`src/design/tsqe_pkg.sv`:
```
// Shared types, widths and helpers for the thick segment quad expander.
`default_nettype none

package tsqe_pkg;

  localparam int COORD_W      = 24;
  localparam int DIFF_W       = COORD_W + 1;
  localparam int SUM_W        = COORD_W + 1;
  localparam int LW_W         = 16;
  localparam int MAG_W        = 24;
  localparam int SQ_W         = 2 * MAG_W;
  localparam int RAD_W        = 64;
  localparam int RAD_SHIFT    = 14;
  localparam int ROOT_W       = RAD_W / 2;
  localparam int SQRT_REM_W   = ROOT_W + 2;
  localparam int DIV_PRESHIFT = 6;
  localparam int OFS_W        = LW_W + 1;

  localparam logic [LW_W-1:0] LINE_WIDTH_RESET = 16'd256;
  localparam logic signed [COORD_W-1:0] COORD_MAX = {1'b0, {(COORD_W-1){1'b1}}};
  localparam logic signed [COORD_W-1:0] COORD_MIN = {1'b1, {(COORD_W-1){1'b0}}};

  typedef enum logic [1:0] {
    KIND_VERT,
    KIND_HORZ,
    KIND_DIAG
  } seg_kind_t;

  typedef struct packed {
    logic signed [COORD_W-1:0] sx;
    logic signed [COORD_W-1:0] sy;
    logic signed [COORD_W-1:0] ex;
    logic signed [COORD_W-1:0] ey;
    seg_kind_t                 kind;
    logic                      same_sign;
  } seg_t;

  typedef struct packed {
    seg_t             seg;
    logic [MAG_W-1:0] adx;
    logic [MAG_W-1:0] ady;
  } sqrt_side_t;

  typedef struct packed {
    logic [RAD_W-1:0]      rad;
    logic [SQRT_REM_W-1:0] rem;
    logic [ROOT_W-1:0]     root;
  } sqrt_work_t;

  typedef struct packed {
    logic signed [COORD_W-1:0] c0x;
    logic signed [COORD_W-1:0] c0y;
    logic signed [COORD_W-1:0] c1x;
    logic signed [COORD_W-1:0] c1y;
    logic signed [COORD_W-1:0] c2x;
    logic signed [COORD_W-1:0] c2y;
    logic signed [COORD_W-1:0] c3x;
    logic signed [COORD_W-1:0] c3y;
  } quad_t;

  function automatic logic signed [COORD_W-1:0] sat(input logic signed [SUM_W-1:0] v);
    logic signed [COORD_W-1:0] r;
    if (v > SUM_W'(COORD_MAX)) begin
      r = COORD_MAX;
    end else if (v < SUM_W'(COORD_MIN)) begin
      r = COORD_MIN;
    end else begin
      r = v[COORD_W-1:0];
    end
    return r;
  endfunction

endpackage

`default_nettype wire

```
`src/design/tsqe_sqrt_cell.sv`:
```
// One digit cell of the pipelined integer square root, two radicand bits per cell.
`default_nettype none

module tsqe_sqrt_cell (
  input  logic                   clk,
  input  logic                   rst,
  input  logic                   en,
  input  logic                   valid_in,
  input  tsqe_pkg::sqrt_side_t   side_in,
  input  tsqe_pkg::sqrt_work_t   work_in,
  output logic                   valid_out,
  output tsqe_pkg::sqrt_side_t   side_out,
  output tsqe_pkg::sqrt_work_t   work_out
);

  logic [tsqe_pkg::SQRT_REM_W+1:0] cur;
  logic [tsqe_pkg::SQRT_REM_W+1:0] trial;
  tsqe_pkg::sqrt_work_t            work_next;

  always_comb begin
    cur = {work_in.rem, work_in.rad[tsqe_pkg::RAD_W-1 -: 2]};
    trial = (tsqe_pkg::SQRT_REM_W+2)'({work_in.root, 2'b01});
    work_next.rad = {work_in.rad[tsqe_pkg::RAD_W-3:0], 2'b00};
    if (cur >= trial) begin
      work_next.rem  = tsqe_pkg::SQRT_REM_W'(cur - trial);
      work_next.root = {work_in.root[tsqe_pkg::ROOT_W-2:0], 1'b1};
    end else begin
      work_next.rem  = tsqe_pkg::SQRT_REM_W'(cur);
      work_next.root = {work_in.root[tsqe_pkg::ROOT_W-2:0], 1'b0};
    end
  end

  always_ff @(posedge clk) begin
    if (rst) begin
      valid_out <= 1'b0;
    end else if (en) begin
      valid_out <= valid_in;
    end
  end

  always_ff @(posedge clk) begin
    if (en) begin
      side_out <= side_in;
      work_out <= work_next;
    end
  end

endmodule

`default_nettype wire

```
`config.mk`:
```
export PLATFORM = sky130hd
export DESIGN_NAME = tsqe_sqrt_cell
export DESIGN_NICKNAME = d
export VERILOG_FILES = /design/src/design/tsqe_pkg.sv /design/src/design/tsqe_sqrt_cell.sv
export SDC_FILE = /design/constraint.sdc
export NUM_CORES = 1
export LEC_CHECK = 0
export ABC_CLOCK_PERIOD_IN_PS = 3860
export BUFFER_PORTS_ARGS = -buffer_cell sky130_fd_sc_hd__buf_2
export CAP_MARGIN = 20
export CORE_AREA = 8 8 212 214
export DETAILED_ROUTE_END_ITERATION = 10
export DIE_AREA = 0 0 220 222
export HOLD_SLACK_MARGIN = 0.02
export SYNTH_ARGS = -nofsm -noshare
export SYNTH_HDL_FRONTEND = slang
export SYNTH_SLANG_ARGS = --single-unit
```
`constraint.sdc`:
```
create_clock -name clk -period 3.86 [get_ports clk]
set_input_delay 0.772 -clock clk [delete_from_list [all_inputs] [get_ports clk]]
set_output_delay 0.772 -clock clk [all_outputs]
set_load 0.05 [all_outputs]
```
==> impl_metrics.env <==
export IMPL_status="finished, final reports clean"
export IMPL_drive_gt1_frac=0.502
export IMPL_vias_per_cell=4.35
export IMPL_drtAntennaViolNets=0
export IMPL_grt_antenna_before_repair=10
export IMPL_cts_htree_levels=1
export IMPL_syn_mean_instance_area_um2=16.6
export IMPL_placed_cells=1738
export IMPL_reg2reg_from="valid_out"
export IMPL_grt_use_total=0.147
export IMPL_first_global_vias=8004
export IMPL_place_port_buffers=556
export IMPL_timing_rr_end="valid_out"
export IMPL_grt_overflow_total=0
export IMPL_grt_max_degree=84
export IMPL_end_kind="flop"
export IMPL_tns_ns=0
export IMPL_arrival_ns=3.35
export IMPL_clock_path_buffers=3
export IMPL_fin_skew_ns=0
export IMPL_fin_area_um2=15300
export IMPL_drt_pre_antenna_iters=5
export IMPL_layout_commonest_cell="buf_2"
export IMPL_dieArea_um2=48800
export IMPL_leakagePower_nw=6.68
export IMPL_postCtsSetupRepairBufs=0
export IMPL_synth_area_leader_cell="edfxtp_1"
export IMPL_synthFlopType="edfxtp_1"
export IMPL_pre_cts_ws_ns=0.193
export IMPL_ys_top_cells_by_area="edfxtp_1 (77%), ha_1 (4.0%), nand2_1 (1.7%), a21o_1 (1.5%), o21ai_1 (1.5%)"
export IMPL_cts_buffers_inserted=31
export IMPL_switching_share=0.316
export IMPL_worstHoldPathType="input port to flop"
export IMPL_layout_common_cells="buf_2 (555), edfxtp_1 (275), nand2_1 (48)"
export IMPL_hold_path_cell_count=1
export IMPL_rsz0062_at_grt="no"
export IMPL_die_x_um=220
export IMPL_finalCriticalPeriod_ns=3.06
export IMPL_post_route_period_util=0.791
export IMPL_stdcell_count=1799
export IMPL_clk_pin_slew_ns=0.06
export IMPL_worst_slack_ns=0.805
export IMPL_dp_hpwl_mm=31.4
export IMPL_root_buffer="clkbuf_16"
export IMPL_maxCapViolCount=0
export IMPL_r2r_setup_slack_ns=3.28
export IMPL_p_comb_frac=0.219
export IMPL_holdPathEnd="work_out[127]"
export IMPL_synth_edf_count=275
export IMPL_crit_fanout=32
export IMPL_grt_pass1_wl_mm=53.6
export IMPL_critical_path_class="input port to flop"
export IMPL_pwr_share_clk=0.359
export IMPL_num_rows=75
export IMPL_netlist_area_um2=10700
export IMPL_postPlaceCellArea_um2=14200
export IMPL_ctsResizeCount=0
export IMPL_yosysWarnings=0
export IMPL_synth_top_area_frac=0.774
export IMPL_worstPathRequired_ns=4.16
export IMPL_ir_drop_mv=0.333
export IMPL_ctsHoldBuffers=0
export IMPL_final_nets=1547
export IMPL_drt_iter0_drc=533
export IMPL_clk_latency_ns=0.55
export IMPL_hp_start="work_in[125]"
export IMPL_drt_wl_total_mm=38.7
export IMPL_io_pins=559
export IMPL_final_core_util=0.369
export IMPL_areaGrowthSynthToFinish_pct=43.4
export IMPL_ys_ff_latch=276
export IMPL_async_flop_share=0
export IMPL_r2r_cells=2
export IMPL_seq_power_share=0.423
export IMPL_die_y_um=222
export IMPL_slew_violations=0
export IMPL_p_sw_w=0.00275
export IMPL_synth_cell_types=58
export IMPL_setup_viol=0
export IMPL_vias=7833
export IMPL_initial_core_util=0.257
export IMPL_cts_tree="done"
export IMPL_wl_per_cell_um=21.5
export IMPL_core_area_um2=41500
export IMPL_clock_sinks=276
export IMPL_pwr_density_cell_nw_per_um2=569
export IMPL_max_freq_mhz=327
export IMPL_synthCells=644
export IMPL_startpoint_type="input port"
export IMPL_yosysSeqAreaShare=0.776
export IMPL_gp_congestion=0.835
export IMPL_intPower_w=0.00595
export IMPL_max_slew_margin_rel=0.565
export IMPL_hold_viol_final=0
export IMPL_worst_slew_pin_slew_ns=0.652
export IMPL_drcViolationCount=0
[synthesized netlist by cell type (all sizes together) (3+ instances only)]
cell	instances
inv	42
clkbuf	5
mux2i	4
nand2	48
nand4	7
o41ai	3
xor2	16
o31ai	3
a21oi	26
a31oi	5
and2	6
buf	9
ha	34
nor2	15
xnor2	12
nor3	8
and3	9
a21o	22
nand2b	6
a21boi	3
mux2	3
o211ai	3
edfxtp	275
o21ai	44
nand3	4
[metal layers]
layer	GRT usage	vias up	wire [um]
met5	0	-	56
li1	-	3635	-
met3	0.0542	65	4170
met4	0.0503	10	1010
met1	0.150	3754	13100
met2	0.271	369	20400
[power by group through the flow]
| stage | Sequential, W | Clock, W | Combinational, W |
|---|---|---|---|
| 2_1_floorplan | 0.00469 | 0 | 0.000335 |
| 3_3_place_gp | 0.00374 | 0 | 0.00191 |
| 3_5_place_dp | 0.00374 | 0 | 0.00192 |
| 4_1_cts | 0.00368 | 0.00322 | 0.00193 |
| 5_1_grt | 0.00370 | 0.00332 | 0.00200 |
| 6_report | 0.00368 | 0.00312 | 0.00190 |
[cell families after synthesis]
group | share of synthesized area
AO/OA/AOI/OAI | 0.0809
XOR/XNOR | 0.0230
adder cells (fa/ha/maj) | 0.0399
buffers and inverters | 0.0215
flip-flops | 0.776
multiplexers | 0.00692
other | 0.000352
AND/OR/NAND/NOR | 0.0515
[stage by stage]
step | hold slack (ns) | total power, W
3_5_place_dp | 0.482 | 0.00566
5_1_grt | 0.345 | 0.00902
6_report | 0.385 | 0.00870
3_3_place_gp | 0.478 | 0.00565
2_1_floorplan | 0.733 | 0.00502
4_1_cts | 0.343 | 0.00883
[sequential cells by signal (all words and copies together) (netlist names)]
register and count:
work_out 128, valid_out 1, side_out 147
[how the worst max path moves through the flow]
stage	start	to	slack, ns	depth (start not counted)
after floorplan	work_in[27]	work_out[35]	0.71	10
after detailed placement	work_in[7]	work_out[33]	0.19	10
after global routing	work_in[7]	work_out[36]	0.65	10
final	work_in[7]	work_out[44]	0.80	10
after CTS	work_in[7]	work_out[39]	0.80	10
after global placement	work_in[7]	work_out[46]	0.29	10
[worst max-delay path, cell delays in order]
cell and delay (ns):
buf_2 0.09, inv_1 0.04, ha_1 0.38, a21o_1 0.24
o41ai_1 0.41, o211ai_1 0.29, a211oi_1 0.30, o21a_2 0.31
buf_4 0.37, o21ai_1 0.13
[final cells by class]
cell class | instances | area, um2
Antenna cell | 4 | 10.0
Clock buffer | 32 | 779
Clock inverter | 25 | 308
Fill cell | 4067 | 26200
Inverter | 42 | 158
Multi-Input combinational cell | 313 | 2170
Sequential cell | 276 | 8280
Tap cell | 539 | 674
Timing Repair Buffer | 568 | 2920
Power figures use the tool's default switching activity.
