File: config.mk
export PLATFORM = sky130hd
export DESIGN_NAME = tsqe_div_cell
export DESIGN_NICKNAME = d
export VERILOG_FILES = /design/src/design/tsqe_pkg.sv /design/src/design/tsqe_div_cell.sv
export SDC_FILE = /design/constraint.sdc
export NUM_CORES = 1
export LEC_CHECK = 0
export BUFFER_PORTS_ARGS = -buffer_cell sky130_fd_sc_hd__buf_2
export CAP_MARGIN = 10
export CORE_AREA = 2 2 179 181
export DETAILED_ROUTE_END_ITERATION = 12
export DIE_AREA = 0 0 181 183
export PLACE_DENSITY_LB_ADDON = 0.1
export SYNTH_ARGS = -nofsm -noshare
export SYNTH_HDL_FRONTEND = slang
export SYNTH_SLANG_ARGS = --single-unit
File: constraint.sdc
create_clock -name clk -period 3.7 [get_ports clk]
set_input_delay 0.74 -clock clk [delete_from_list [all_inputs] [get_ports clk]]
set_output_delay 0.74 -clock clk [all_outputs]
set_load 0.01 [all_outputs]
File: src/design/tsqe_pkg.sv
// Shared types, widths and helpers for the thick segment quad expander.
`default_nettype none

package tsqe_pkg;

  localparam int COORD_W      = 24;
  localparam int DIFF_W       = COORD_W + 1;
  localparam int SUM_W        = COORD_W + 1;
  localparam int LW_W         = 16;
  localparam int MAG_W        = 24;
  localparam int SQ_W         = 2 * MAG_W;
  localparam int RAD_W        = 64;
  localparam int RAD_SHIFT    = 14;
  localparam int ROOT_W       = RAD_W / 2;
  localparam int SQRT_REM_W   = ROOT_W + 2;
  localparam int DIV_PRESHIFT = 6;
  localparam int OFS_W        = LW_W + 1;

  localparam logic [LW_W-1:0] LINE_WIDTH_RESET = 16'd256;
  localparam logic signed [COORD_W-1:0] COORD_MAX = {1'b0, {(COORD_W-1){1'b1}}};
  localparam logic signed [COORD_W-1:0] COORD_MIN = {1'b1, {(COORD_W-1){1'b0}}};

  typedef enum logic [1:0] {
    KIND_VERT,
    KIND_HORZ,
    KIND_DIAG
  } seg_kind_t;

  typedef struct packed {
    logic signed [COORD_W-1:0] sx;
    logic signed [COORD_W-1:0] sy;
    logic signed [COORD_W-1:0] ex;
    logic signed [COORD_W-1:0] ey;
    seg_kind_t                 kind;
    logic                      same_sign;
  } seg_t;

  typedef struct packed {
    seg_t             seg;
    logic [MAG_W-1:0] adx;
    logic [MAG_W-1:0] ady;
  } sqrt_side_t;

  typedef struct packed {
    logic [RAD_W-1:0]      rad;
    logic [SQRT_REM_W-1:0] rem;
    logic [ROOT_W-1:0]     root;
  } sqrt_work_t;

  typedef struct packed {
    logic signed [COORD_W-1:0] c0x;
    logic signed [COORD_W-1:0] c0y;
    logic signed [COORD_W-1:0] c1x;
    logic signed [COORD_W-1:0] c1y;
    logic signed [COORD_W-1:0] c2x;
    logic signed [COORD_W-1:0] c2y;
    logic signed [COORD_W-1:0] c3x;
    logic signed [COORD_W-1:0] c3y;
  } quad_t;

  function automatic logic signed [COORD_W-1:0] sat(input logic signed [SUM_W-1:0] v);
    logic signed [COORD_W-1:0] r;
    if (v > SUM_W'(COORD_MAX)) begin
      r = COORD_MAX;
    end else if (v < SUM_W'(COORD_MIN)) begin
      r = COORD_MIN;
    end else begin
      r = v[COORD_W-1:0];
    end
    return r;
  endfunction

endpackage

`default_nettype wire

File: src/design/tsqe_div_cell.sv
// One quotient-bit cell of the two restoring dividers that form the unit normal.
`default_nettype none

module tsqe_div_cell #(
  parameter int QW = 17
) (
  input  logic                             clk,
  input  logic                             rst,
  input  logic                             en,
  input  logic                             valid_in,
  input  tsqe_pkg::seg_t                   seg_in,
  input  logic [tsqe_pkg::ROOT_W-1:0]      len_in,
  input  logic [tsqe_pkg::ROOT_W-1:0]      rem_c_in,
  input  logic [tsqe_pkg::ROOT_W-1:0]      rem_s_in,
  input  logic [QW-1:0]                    q_c_in,
  input  logic [QW-1:0]                    q_s_in,
  output logic                             valid_out,
  output tsqe_pkg::seg_t                   seg_out,
  output logic [tsqe_pkg::ROOT_W-1:0]      len_out,
  output logic [tsqe_pkg::ROOT_W-1:0]      rem_c_out,
  output logic [tsqe_pkg::ROOT_W-1:0]      rem_s_out,
  output logic [QW-1:0]                    q_c_out,
  output logic [QW-1:0]                    q_s_out
);

  logic [tsqe_pkg::ROOT_W:0]   t_c;
  logic [tsqe_pkg::ROOT_W:0]   t_s;
  logic [tsqe_pkg::ROOT_W:0]   len_ext;
  logic                        bit_c;
  logic                        bit_s;
  logic [tsqe_pkg::ROOT_W-1:0] rem_c_next;
  logic [tsqe_pkg::ROOT_W-1:0] rem_s_next;

  always_comb begin
    t_c     = {rem_c_in, 1'b0};
    t_s     = {rem_s_in, 1'b0};
    len_ext = {1'b0, len_in};
    bit_c   = (t_c >= len_ext);
    bit_s   = (t_s >= len_ext);
    rem_c_next = bit_c ? tsqe_pkg::ROOT_W'(t_c - len_ext) : tsqe_pkg::ROOT_W'(t_c);
    rem_s_next = bit_s ? tsqe_pkg::ROOT_W'(t_s - len_ext) : tsqe_pkg::ROOT_W'(t_s);
  end

  always_ff @(posedge clk) begin
    if (rst) begin
      valid_out <= 1'b0;
    end else if (en) begin
      valid_out <= valid_in;
    end
  end

  always_ff @(posedge clk) begin
    if (en) begin
      seg_out   <= seg_in;
      len_out   <= len_in;
      rem_c_out <= rem_c_next;
      rem_s_out <= rem_s_next;
      q_c_out   <= {q_c_in[QW-2:0], bit_c};
      q_s_out   <= {q_s_in[QW-2:0], bit_s};
    end
  end

endmodule

`default_nettype wire

==> impl_metrics.env <==
export IMPL_status="completed"
export IMPL_htree_num_levels=1
export IMPL_antenna_found_initial=10
export IMPL_grt_pass1_wl_microns=52100
export IMPL_die_h_microns=183
export IMPL_slew_violations=0
export IMPL_die_x_microns=181
export IMPL_grt_max_degree=72
export IMPL_io_pins=463
export IMPL_endpoint_kind="flop"
export IMPL_fill_cells=2963
export IMPL_synthDistinctLibCells=62
export IMPL_cts_resized_gates=0
export IMPL_pwr_share_clk_pct=35.6
export IMPL_period_needed_ns=3.23
export IMPL_ir_worst_vdd_v=0.000301
export IMPL_seqPwrFrac_pct=43.8
export IMPL_relSlewSlack_pct=67.3
export IMPL_rr_worst_depth=2
export IMPL_grt_ovfl_total=0
export IMPL_syn_instance_count=807
export IMPL_setup_ws_ns=0.466
export IMPL_rrSetupSlack_ns=3.12
export IMPL_numCtsBuffers=27
export IMPL_netlist_area_sq_mm=0.0109
export IMPL_final_nets=1660
export IMPL_syn_avg_cell_area_sq_um=13.5
export IMPL_vias=8514
export IMPL_grtUsageTotal_pct=21.0
export IMPL_hp_class="in2reg"
export IMPL_cts_tree="yes"
export IMPL_start_util_pct=34.9
export IMPL_drt_initial_drc_count=469
export IMPL_cp_arrival_ns=3.51
export IMPL_rsz0062_at_grt="false"
export IMPL_dpl_hpwl_microns=29500
export IMPL_ant_nets=0
export IMPL_cts_setup_buffers=0
export IMPL_whs_endpoint="valid_out$_SDFFE_PP0P_"
export IMPL_gp_congestion=0.820
export IMPL_clock_latency_ns=0.52
export IMPL_hold_viol=0
export IMPL_ys_seq_area_share_pct=63.3
export IMPL_synth_ff_type="edfxtp_1"
export IMPL_path_class="in2reg"
export IMPL_min_delay_start="rst"
export IMPL_hold_slack_ns=0.372
export IMPL_place_ws_ns=-0.160
export IMPL_dr_pass1_iters=4
export IMPL_place_inst=1734
export IMPL_drt_wl_total_microns=36300
export IMPL_synth_edf_count=229
export IMPL_fp_row_count=65
export IMPL_port_buffers=460
export IMPL_synthToLayoutAreaGrowth_pct=39.3
export IMPL_p_leak_nw=6.83
export IMPL_cp_required_ns=3.98
export IMPL_worstHoldPathCells=2
export IMPL_setup_viol_count_final=0
export IMPL_switching_share_pct=26.2
export IMPL_stdcell_count=1784
export IMPL_ys_async_sr_fraction_pct=0
export IMPL_path_max_fanout=17
export IMPL_drt_vias_per_instance=4.77
export IMPL_rr_startpoint="valid_out$_SDFFE_PP0P_"
export IMPL_layout_drive_gt1_share_pct=45.0
export IMPL_ys_ff_latch=230
export IMPL_finalSetupTns_ns=0
export IMPL_power_density_mw_per_mm2=490
export IMPL_cts_buffer_depth=3
export IMPL_die_area_sq_mm=0.0331
export IMPL_yosysWarnings=0
export IMPL_tightest_slew_ns=0.478
export IMPL_ctsHoldBuffers=0
export IMPL_intPower_mw=5.48
export IMPL_fin_skew_ns=0
export IMPL_fmax_ghz=0.309
export IMPL_switching_power_mw=1.95
export IMPL_path_clk_slew_ns=0.06
export IMPL_drcViolationCount=0
export IMPL_p_comb_share_pct=20.7
export IMPL_clock_root_buffer="clkbuf_16"
export IMPL_post_route_period_util_pct=87.4
export IMPL_coreArea_sq_mm=0.0312
export IMPL_maxCapViolCount=0
export IMPL_worstSetupStartpointType="primary input"
export IMPL_timing_rr_end="valid_out$_SDFFE_PP0P_"
export IMPL_cts_sinks=230
export IMPL_syn_nets=1106
export IMPL_wire_per_inst_microns=20.3
export IMPL_first_global_vias=8310
==> routing by layer <==
metal | global-route usage, % | wire length (microns) | share of wire, %
met1 | 26.2 | 15000 | 41
met2 | 36.8 | 17900 | 49
met3 | 5.76 | 2630 | 7.3
met4 | 4.36 | 667 | 1.8
met5 | 0 | 34 | 0.094
==> power groups by stage <==
stage | clock, mW | combinational (mW) | sequential (mW)
after detailed placement | 0 | 1.55 | 3.31
after global routing | 2.83 | 1.68 | 3.28
after floorplan | 0 | 0.622 | 3.46
final | 2.64 | 1.53 | 3.25
after CTS | 2.73 | 1.56 | 3.26
after global placement | 0 | 1.54 | 3.31
==> metrics by stage <==
step           total power [mW]  util (%)  instance area, sq um
6_report                   7.43      48.6                 15200
5_1_grt                    7.79      48.6                 15200
4_1_cts                    7.54      48.6                 15200
3_5_place_dp               4.86      45.8                 14300
3_3_place_gp               4.84      45.8                 14300
2_1_floorplan              4.08         -                 10900
==> kinds of logic (layout without fill, tap and decap cells) <==
group | after synthesis | in the layout | share of synthesized area, %
mux | 27 | 27 | 2.87
fa+ha+maj | 66 | 66 | 7.72
flops | 230 | 230 | 63.3
buf+inv | 65 | 638 | 2.61
compound gates | 212 | 212 | 12.6
other cells | 0 | 2 | 0
simple gates | 155 | 155 | 6.77
xor+xnor | 52 | 52 | 4.18
==> critical path: stages <==
cell and delay, ns:
buf_2 0.13, inv_1 0.07, ha_1 0.28, nor2b_1 0.17
o31a_1 0.18, o211ai_1 0.19, a211oi_1 0.47, o21ai_1 0.15
a21oi_1 0.25, o31a_1 0.22, buf_4 0.27, mux2_2 0.37
==> registers in the layout (all words and copies together), names as in the netlist <==
signal / flops
valid_out: 1
len_out: 32
q_s_out: 17
q_c_out: 17
rem_c_out: 32
rem_s_out: 32
seg_out: 99
==> synthesized netlist by cell type, types with 5 or more instances <==
master	number	area (sq um)
a211oi_1	7	52.6
a21o_1	29	218
a21oi_1	61	305
a31oi_1	6	37.5
and3_1	9	56.3
buf_4	5	37.5
clkbuf_1	8	30.0
edfxtp_1	229	6880
ha_1	64	801
inv_1	46	173
mux2_2	22	248
nand2_1	55	206
nand2b_1	9	56.3
nand3_1	13	65.1
nand4_1	6	37.5
nor2_1	31	116
nor2b_1	10	62.6
nor3_1	7	35.0
o21a_1	8	60.1
o21ai_0	52	260
o31ai_1	7	52.6
or2_2	7	43.8
xnor2_1	31	272
xor2_1	21	184
==> final cells by class <==
class / instances / area, sq um / share of cell area [%]
antenna: 2 / 5.00 / 0.0330
clock inverter: 18 / 186 / 1.23
timing repair buffer: 543 / 3000 / 19.7
tap: 402 / 503 / 3.31
sequential: 230 / 6900 / 45.4
inverter: 47 / 179 / 1.18
clock buffer: 30 / 687 / 4.53
multi-input combinational: 512 / 3720 / 24.5
==> cell usage in the layout, fill, tap and decap left out, types with 8 or more instances in the layout <==
cell,count
a21o_1,29
a21oi_1,61
and3_1,9
buf_2,459
buf_4,78
clkbuf_16,27
edfxtp_1,229
ha_1,64
inv_1,46
mux2_2,22
nand2_1,55
nand2b_1,9
nand3_1,13
nor2_1,31
nor2b_1,10
o21a_1,8
o21ai_0,52
xnor2_1,31
xor2_1,21
==> how the worst max path moves through the flow <==
stage                              end  startpoint  depth (start not counted)
3_3_place_gp   rem_s_out[16]$_DFFE_PP_   len_in[1]                         12
6_report       rem_s_out[17]$_DFFE_PP_   len_in[1]                         12
5_1_grt        rem_s_out[16]$_DFFE_PP_   len_in[1]                         12
4_1_cts        rem_s_out[16]$_DFFE_PP_   len_in[1]                         12
2_1_floorplan  rem_c_out[23]$_DFFE_PP_  len_in[10]                         13
3_5_place_dp   rem_s_out[17]$_DFFE_PP_   len_in[1]                         12
No activity file was read; power rests on OpenSTA's default activity.
