<file path="config.mk">
export PLATFORM = sky130hd
export DESIGN_NAME = tsqe_skid_flat
export DESIGN_NICKNAME = d
export VERILOG_FILES = /design/src/design/tsqe_pkg.sv /design/src/design/tsqe_if.sv /design/src/design/tsqe_skid.sv /design/src/flat_wrapper.sv
export SDC_FILE = /design/constraint.sdc
export NUM_CORES = 1
export LEC_CHECK = 0
export BUFFER_PORTS_ARGS = -buffer_cell sky130_fd_sc_hd__buf_2
export CAP_MARGIN = 20
export CORE_MARGIN = 5
export CORE_UTILIZATION = 45
export DETAILED_ROUTE_END_ITERATION = 10
export PLACE_DENSITY = 0.73
export SLEW_MARGIN = 20
export SYNTH_ARGS = -nofsm -noshare
export SYNTH_HDL_FRONTEND = slang
export SYNTH_SLANG_ARGS = --single-unit
</file>
<file path="constraint.sdc">
create_clock -name clk -period 55.9 [get_ports clk]
set_input_delay 11.18 -clock clk [delete_from_list [all_inputs] [get_ports clk]]
set_output_delay 11.18 -clock clk [all_outputs]
set_load 0.01 [all_outputs]
</file>
<file path="src/design/tsqe_pkg.sv">
// Shared types, widths and helpers for the thick segment quad expander.
`default_nettype none

package tsqe_pkg;

  localparam int COORD_W      = 24;
  localparam int DIFF_W       = COORD_W + 1;
  localparam int SUM_W        = COORD_W + 1;
  localparam int LW_W         = 16;
  localparam int MAG_W        = 24;
  localparam int SQ_W         = 2 * MAG_W;
  localparam int RAD_W        = 64;
  localparam int RAD_SHIFT    = 14;
  localparam int ROOT_W       = RAD_W / 2;
  localparam int SQRT_REM_W   = ROOT_W + 2;
  localparam int DIV_PRESHIFT = 6;
  localparam int OFS_W        = LW_W + 1;

  localparam logic [LW_W-1:0] LINE_WIDTH_RESET = 16'd256;
  localparam logic signed [COORD_W-1:0] COORD_MAX = {1'b0, {(COORD_W-1){1'b1}}};
  localparam logic signed [COORD_W-1:0] COORD_MIN = {1'b1, {(COORD_W-1){1'b0}}};

  typedef enum logic [1:0] {
    KIND_VERT,
    KIND_HORZ,
    KIND_DIAG
  } seg_kind_t;

  typedef struct packed {
    logic signed [COORD_W-1:0] sx;
    logic signed [COORD_W-1:0] sy;
    logic signed [COORD_W-1:0] ex;
    logic signed [COORD_W-1:0] ey;
    seg_kind_t                 kind;
    logic                      same_sign;
  } seg_t;

  typedef struct packed {
    seg_t             seg;
    logic [MAG_W-1:0] adx;
    logic [MAG_W-1:0] ady;
  } sqrt_side_t;

  typedef struct packed {
    logic [RAD_W-1:0]      rad;
    logic [SQRT_REM_W-1:0] rem;
    logic [ROOT_W-1:0]     root;
  } sqrt_work_t;

  typedef struct packed {
    logic signed [COORD_W-1:0] c0x;
    logic signed [COORD_W-1:0] c0y;
    logic signed [COORD_W-1:0] c1x;
    logic signed [COORD_W-1:0] c1y;
    logic signed [COORD_W-1:0] c2x;
    logic signed [COORD_W-1:0] c2y;
    logic signed [COORD_W-1:0] c3x;
    logic signed [COORD_W-1:0] c3y;
  } quad_t;

  function automatic logic signed [COORD_W-1:0] sat(input logic signed [SUM_W-1:0] v);
    logic signed [COORD_W-1:0] r;
    if (v > SUM_W'(COORD_MAX)) begin
      r = COORD_MAX;
    end else if (v < SUM_W'(COORD_MIN)) begin
      r = COORD_MIN;
    end else begin
      r = v[COORD_W-1:0];
    end
    return r;
  endfunction

endpackage

`default_nettype wire

</file>
<file path="src/design/tsqe_if.sv">
// Handshake channel interfaces for segment input and quad output.
`default_nettype none


interface tsqe_quad_if;
  logic                                valid;
  logic                                ready;
  logic signed [tsqe_pkg::COORD_W-1:0] corner0_x;
  logic signed [tsqe_pkg::COORD_W-1:0] corner0_y;
  logic signed [tsqe_pkg::COORD_W-1:0] corner1_x;
  logic signed [tsqe_pkg::COORD_W-1:0] corner1_y;
  logic signed [tsqe_pkg::COORD_W-1:0] corner2_x;
  logic signed [tsqe_pkg::COORD_W-1:0] corner2_y;
  logic signed [tsqe_pkg::COORD_W-1:0] corner3_x;
  logic signed [tsqe_pkg::COORD_W-1:0] corner3_y;

  modport source(output valid, corner0_x, corner0_y, corner1_x, corner1_y,
                 corner2_x, corner2_y, corner3_x, corner3_y, input ready);
  modport sink(input valid, corner0_x, corner0_y, corner1_x, corner1_y,
               corner2_x, corner2_y, corner3_x, corner3_y, output ready);
endinterface

`default_nettype wire

</file>
<file path="src/design/tsqe_skid.sv">
// Output register with a spare entry; the pipeline stalls only once the spare entry is full.
`default_nettype none

module tsqe_skid (
  input  logic                clk,
  input  logic                rst,
  input  logic                push_valid,
  input  tsqe_pkg::quad_t     push_data,
  output logic                room,
  tsqe_quad_if.source         quad
);

  logic            main_valid;
  logic            spare_valid;
  tsqe_pkg::quad_t main;
  tsqe_pkg::quad_t spare;
  logic            push;
  logic            pop;

  assign room = !spare_valid;
  assign push = push_valid && !spare_valid;
  assign pop  = main_valid && quad.ready;

  always_ff @(posedge clk) begin
    if (rst) begin
      main_valid  <= 1'b0;
      spare_valid <= 1'b0;
    end else if (pop || !main_valid) begin
      main_valid  <= spare_valid || push;
      spare_valid <= 1'b0;
    end else if (push) begin
      spare_valid <= 1'b1;
    end
  end

  always_ff @(posedge clk) begin
    if (pop || !main_valid) begin
      main <= spare_valid ? spare : push_data;
    end else if (push) begin
      spare <= push_data;
    end
  end

  assign quad.valid     = main_valid;
  assign quad.corner0_x = main.c0x;
  assign quad.corner0_y = main.c0y;
  assign quad.corner1_x = main.c1x;
  assign quad.corner1_y = main.c1y;
  assign quad.corner2_x = main.c2x;
  assign quad.corner2_y = main.c2y;
  assign quad.corner3_x = main.c3x;
  assign quad.corner3_y = main.c3y;

endmodule

`default_nettype wire

</file>
<file path="src/flat_wrapper.sv">
// flat-port wrapper written by rule: the top's interface ports become plain ports
module tsqe_skid_flat 
  (clk, rst, push_valid, push_data, room, quad_valid, quad_corner0_x, quad_corner0_y, quad_corner1_x, quad_corner1_y, quad_corner2_x, quad_corner2_y, quad_corner3_x, quad_corner3_y, quad_ready);
  tsqe_quad_if quad_i ();
  input  logic clk;
  input  logic rst;
  input  logic push_valid;
  input  tsqe_pkg::quad_t push_data;
  output logic room;
  output wire logic [$bits(quad_i.valid)-1:0] quad_valid;
  output wire logic [$bits(quad_i.corner0_x)-1:0] quad_corner0_x;
  output wire logic [$bits(quad_i.corner0_y)-1:0] quad_corner0_y;
  output wire logic [$bits(quad_i.corner1_x)-1:0] quad_corner1_x;
  output wire logic [$bits(quad_i.corner1_y)-1:0] quad_corner1_y;
  output wire logic [$bits(quad_i.corner2_x)-1:0] quad_corner2_x;
  output wire logic [$bits(quad_i.corner2_y)-1:0] quad_corner2_y;
  output wire logic [$bits(quad_i.corner3_x)-1:0] quad_corner3_x;
  output wire logic [$bits(quad_i.corner3_y)-1:0] quad_corner3_y;
  input wire logic [$bits(quad_i.ready)-1:0] quad_ready;
  assign quad_valid = quad_i.valid;
  assign quad_corner0_x = quad_i.corner0_x;
  assign quad_corner0_y = quad_i.corner0_y;
  assign quad_corner1_x = quad_i.corner1_x;
  assign quad_corner1_y = quad_i.corner1_y;
  assign quad_corner2_x = quad_i.corner2_x;
  assign quad_corner2_y = quad_i.corner2_y;
  assign quad_corner3_x = quad_i.corner3_x;
  assign quad_corner3_y = quad_i.corner3_y;
  assign quad_i.ready = quad_ready;
  tsqe_skid u_core (.clk(clk), .rst(rst), .push_valid(push_valid), .push_data(push_data), .room(room), .quad(quad_i));
endmodule
</file>
==> flow_results.xml <==
<?xml version="1.0" encoding="UTF-8"?>
<metrics>
  <group name="outcome">
    <metric name="outcome" unit="">finished, final reports clean</metric>
  </group>
  <group name="placed_design">
    <metric name="buffer_ports.inserted" unit="">389</metric>
    <metric name="place.detailed.instances" unit="">1381</metric>
    <metric name="routabilityCongestion" unit="">0.772</metric>
    <metric name="hpwl" unit="um">20100</metric>
    <metric name="dp_slack" unit="ns">42.46</metric>
    <metric name="placed_area" unit="um^2">16800</metric>
  </group>
  <group name="timing">
    <metric name="fmax" unit="GHz">0.0774</metric>
    <metric name="finalCritPeriodShare" unit="%">23.1</metric>
    <metric name="layout_min_cycle_time" unit="ns">12.91</metric>
    <metric name="timing.final.hold_violations" unit="">0</metric>
    <metric name="remaining_max_slew_budget_at_the_tightest_pin" unit="%">25.9</metric>
    <metric name="timing_worst_slew_pin_value" unit="ns">1.11</metric>
    <metric name="setup_tns" unit="ns">0</metric>
    <metric name="final_setup_skew" unit="ns">0.0152</metric>
    <metric name="setup_violations" unit="">0</metric>
    <metric name="grt_setup_unrepaired" unit="">no</metric>
    <metric name="timing.final.ws_setup" unit="ns">42.99</metric>
    <metric name="holdWs" unit="ns">0.534</metric>
    <metric name="slew_viol_final" unit="">0</metric>
  </group>
  <group name="global_routing">
    <metric name="grt_max_degree" unit="">193</metric>
    <metric name="wire_length_of_the_first_global_routing_pass" unit="um">44000</metric>
    <metric name="first_global_vias" unit="">7712</metric>
    <metric name="grt_util_all_layers" unit="%">15.7</metric>
    <metric name="globalRoute.totalOverflow" unit="">0</metric>
    <metric name="antenna_found_initial" unit="">10</metric>
  </group>
  <group name="floorplanning">
    <metric name="area_enclosed_by_the_die_boundary" unit="um^2">36000</metric>
    <metric name="die_y" unit="um">190</metric>
    <metric name="core_area" unit="um^2">31700</metric>
    <metric name="start_util" unit="%">45.8</metric>
    <metric name="fp.dieW" unit="um">190</metric>
    <metric name="boundaryPins" unit="">390</metric>
    <metric name="row_count" unit="">65</metric>
  </group>
  <group name="cts">
    <metric name="clkTransAtPathRegs" unit="ns">0.06</metric>
    <metric name="ctsHtreeMaxLevel" unit="">2</metric>
    <metric name="postCtsSetupBuffers" unit="">0</metric>
    <metric name="numCtsBuffers" unit="">41</metric>
    <metric name="clk_latency" unit="ns">0.51</metric>
    <metric name="cts-root-to-sink-buffers" unit="">3</metric>
    <metric name="cts_tree" unit="">built</metric>
    <metric name="ctsRootBufferMaster" unit="">clkbuf_16</metric>
    <metric name="cts.repair.resized" unit="">0</metric>
    <metric name="cts_num_sinks" unit="">386</metric>
    <metric name="count_of_hold_buffers_inserted_by_post_cts_repair" unit="">0</metric>
  </group>
  <group name="synthesis">
    <metric name="yosys.cell_types.count" unit="">12</metric>
    <metric name="postSynthNetCount" unit="">802</metric>
    <metric name="fraction_of_registers_with_async_set_reset" unit="%">0</metric>
    <metric name="synthTopCellsByArea" unit="">edfxtp_1 79%, mux2_4 15%, mux2_2 3.5%</metric>
    <metric name="yosys.area.top_type" unit="">edfxtp_1</metric>
    <metric name="yosys_most_used_dff" unit="">edfxtp_1</metric>
    <metric name="post_synth_most_frequent_cells" unit="">384 x edfxtp_1, 147 x mux2_4, 45 x mux2_2, 18 x buf_6, 4 x buf_2</metric>
    <metric name="syn-instance-count" unit="">606</metric>
    <metric name="ys_seq_elements" unit="">386</metric>
    <metric name="synth-warning-count" unit="">0</metric>
    <metric name="most_instantiated_library_cell_after_synthesis" unit="">edfxtp_1</metric>
    <metric name="yosysTopAreaCellShare" unit="%">79.3</metric>
    <metric name="avgSynthCellArea" unit="um^2">24.0</metric>
    <metric name="proportion_of_synthesized_chip_area_in_sequential_cells" unit="%">79.6</metric>
    <metric name="mappedNetlistArea" unit="um^2">14500</metric>
    <metric name="synth_edf_count" unit="">384</metric>
  </group>
  <group name="drt">
    <metric name="route.detailed.wl_per_inst" unit="um">20.3</metric>
    <metric name="drc_errors" unit="">0</metric>
    <metric name="routed-via-count" unit="">7126</metric>
    <metric name="drtAntennaViolNets" unit="">0</metric>
    <metric name="detailedRoute.firstPassIterationCount" unit="">4</metric>
    <metric name="drt_iter0_markers" unit="">293</metric>
    <metric name="via_to_cell_ratio" unit="">4.88</metric>
    <metric name="route.final.wire_length" unit="um">29600</metric>
  </group>
  <group name="pwr">
    <metric name="share_seq_of_total_power" unit="%">52.8</metric>
    <metric name="p_comb_share" unit="%">7.1</metric>
    <metric name="report.power.total" unit="mW">0.642</metric>
    <metric name="vdd_drop_max" unit="V">0.0000263</metric>
    <metric name="clock_power_share" unit="%">40.1</metric>
    <metric name="power.internal" unit="mW">0.508</metric>
    <metric name="static-leakage-power" unit="nW">7.13</metric>
    <metric name="p_switching" unit="mW">0.134</metric>
    <metric name="sw_frac_of_total" unit="%">20.9</metric>
    <metric name="powerDensity" unit="nW/um^2">35.4</metric>
  </group>
  <group name="final_layout">
    <metric name="layout_cell_share_with_drive_strength_beyond_1" unit="%">61.5</metric>
    <metric name="sequential_cell_area" unit="um^2">11600</metric>
    <metric name="combined_area_of_the_multi_input_logic_cells" unit="um^2">2750</metric>
    <metric name="layout.nets" unit="">1218</metric>
    <metric name="postLayoutCoreUtil" unit="%">57.2</metric>
    <metric name="stdcell_area" unit="um^2">18100</metric>
    <metric name="fin_cells" unit="">1461</metric>
    <metric name="fill_cells" unit="">2418</metric>
    <metric name="layout-area-overhead-vs-synth" unit="%">24.7</metric>
  </group>
  <group name="setup_path">
    <metric name="critPathLaunchType" unit="">input port</metric>
    <metric name="arrival" unit="ns">13.04</metric>
    <metric name="timing.critical_path.fanout_max" unit="">192</metric>
    <metric name="ff2ff_setup_slack" unit="ns">52.78</metric>
    <metric name="critical_path.endpoint_type" unit="">register</metric>
    <metric name="worstPathRequired" unit="ns">56.02</metric>
    <metric name="classification_of_the_worst_setup_path" unit="">in2reg</metric>
  </group>
  <group name="flow_run">
    <metric name="cap_violations" unit="">0</metric>
  </group>
  <group name="min_path">
    <metric name="worst_hold_path_type" unit="">reg2reg</metric>
  </group>
</metrics>
power groups by stage:
stage / Sequential [mW] / Combinational [mW] / Clock, mW
after floorplan: 0.355 / 0.0165 / 0
after global placement: 0.345 / 0.0456 / 0
after detailed placement: 0.345 / 0.0466 / 0
after CTS: 0.339 / 0.0467 / 0.264
after global routing: 0.340 / 0.0492 / 0.278
final: 0.339 / 0.0457 / 0.257
critical path: stages:
cell and delay (ns):
buf_2 0.10, nand2b_4 0.43, nor3b_2 0.37, buf_12 0.73
sequential cells by signal, indices dropped and copies added, names as in the netlist:
| register | flops |
|---|---|
| u_core.spare | 192 |
| u_core.quad.corner0_x | 24 |
| u_core.quad.corner0_y | 24 |
| u_core.quad.corner1_x | 24 |
| u_core.quad.corner1_y | 24 |
| u_core.quad.corner2_x | 24 |
| u_core.quad.corner2_y | 24 |
| u_core.quad.corner3_x | 24 |
| u_core.quad.corner3_y | 24 |
| u_core.quad.valid | 1 |
| u_core.spare_valid | 1 |
metal layers:
metal / vias to the layer above / wire length [um] / global-route usage, %
li1: 3266 / - / -
met1: 3495 / 11300 / 18.2
met2: 293 / 13900 / 25.3
met3: 60 / 3550 / 8.48
met4: 12 / 733 / 4.87
met5: - / 81 / 0
area by class of cell:
| type | count | area share (%) |
|---|---|---|
| antenna | 4 | 0.0552 |
| clock inverter | 25 | 0.987 |
| tap | 402 | 2.77 |
| clock buffer | 51 | 6.10 |
| inverter | 1 | 0.0207 |
| multi-input combinational | 197 | 15.2 |
| sequential | 386 | 63.8 |
| timing repair buffer | 395 | 11.1 |
cells in the final DEF, fill, tap and decap left out:
master	instances
buf_2	389
edfxtp_1	384
mux2_4	147
mux2_2	45
clkbuf_16	43
clkinv_1	9
clkinv_2	9
clkbuf_1	8
buf_4	5
diode_2	4
clkinvlp_4	3
inv_6	2
bufinv_16	2
nand2b_4	1
nor3b_2	1
inv_1	1
nor2_1	1
a21oi_1	1
nor3_1	1
buf_12	1
dfxtp_1	1
dfxtp_4	1
kinds of logic after synthesis:
family	count (synthesis)	share of synthesized area, %
flip-flops	386	79.6
multiplexers	192	18.7
buffers and inverters	23	1.56
AND/OR/NAND/NOR	4	0.155
AO/OA/AOI/OAI	1	0.0344
worst paths after layout:
check,from,end,depth (start not counted)
worst min register to register,u_core.spare[53],u_core.quad.corner2_y[5],1
worst max register to register,u_core.spare_valid,u_core.quad.corner3_y[15],3
worst max-delay path,quad_ready,u_core.spare[13],4
worst min-delay path,u_core.spare[53],u_core.quad.corner2_y[5],1
No activity file was read; power rests on OpenSTA's default activity.
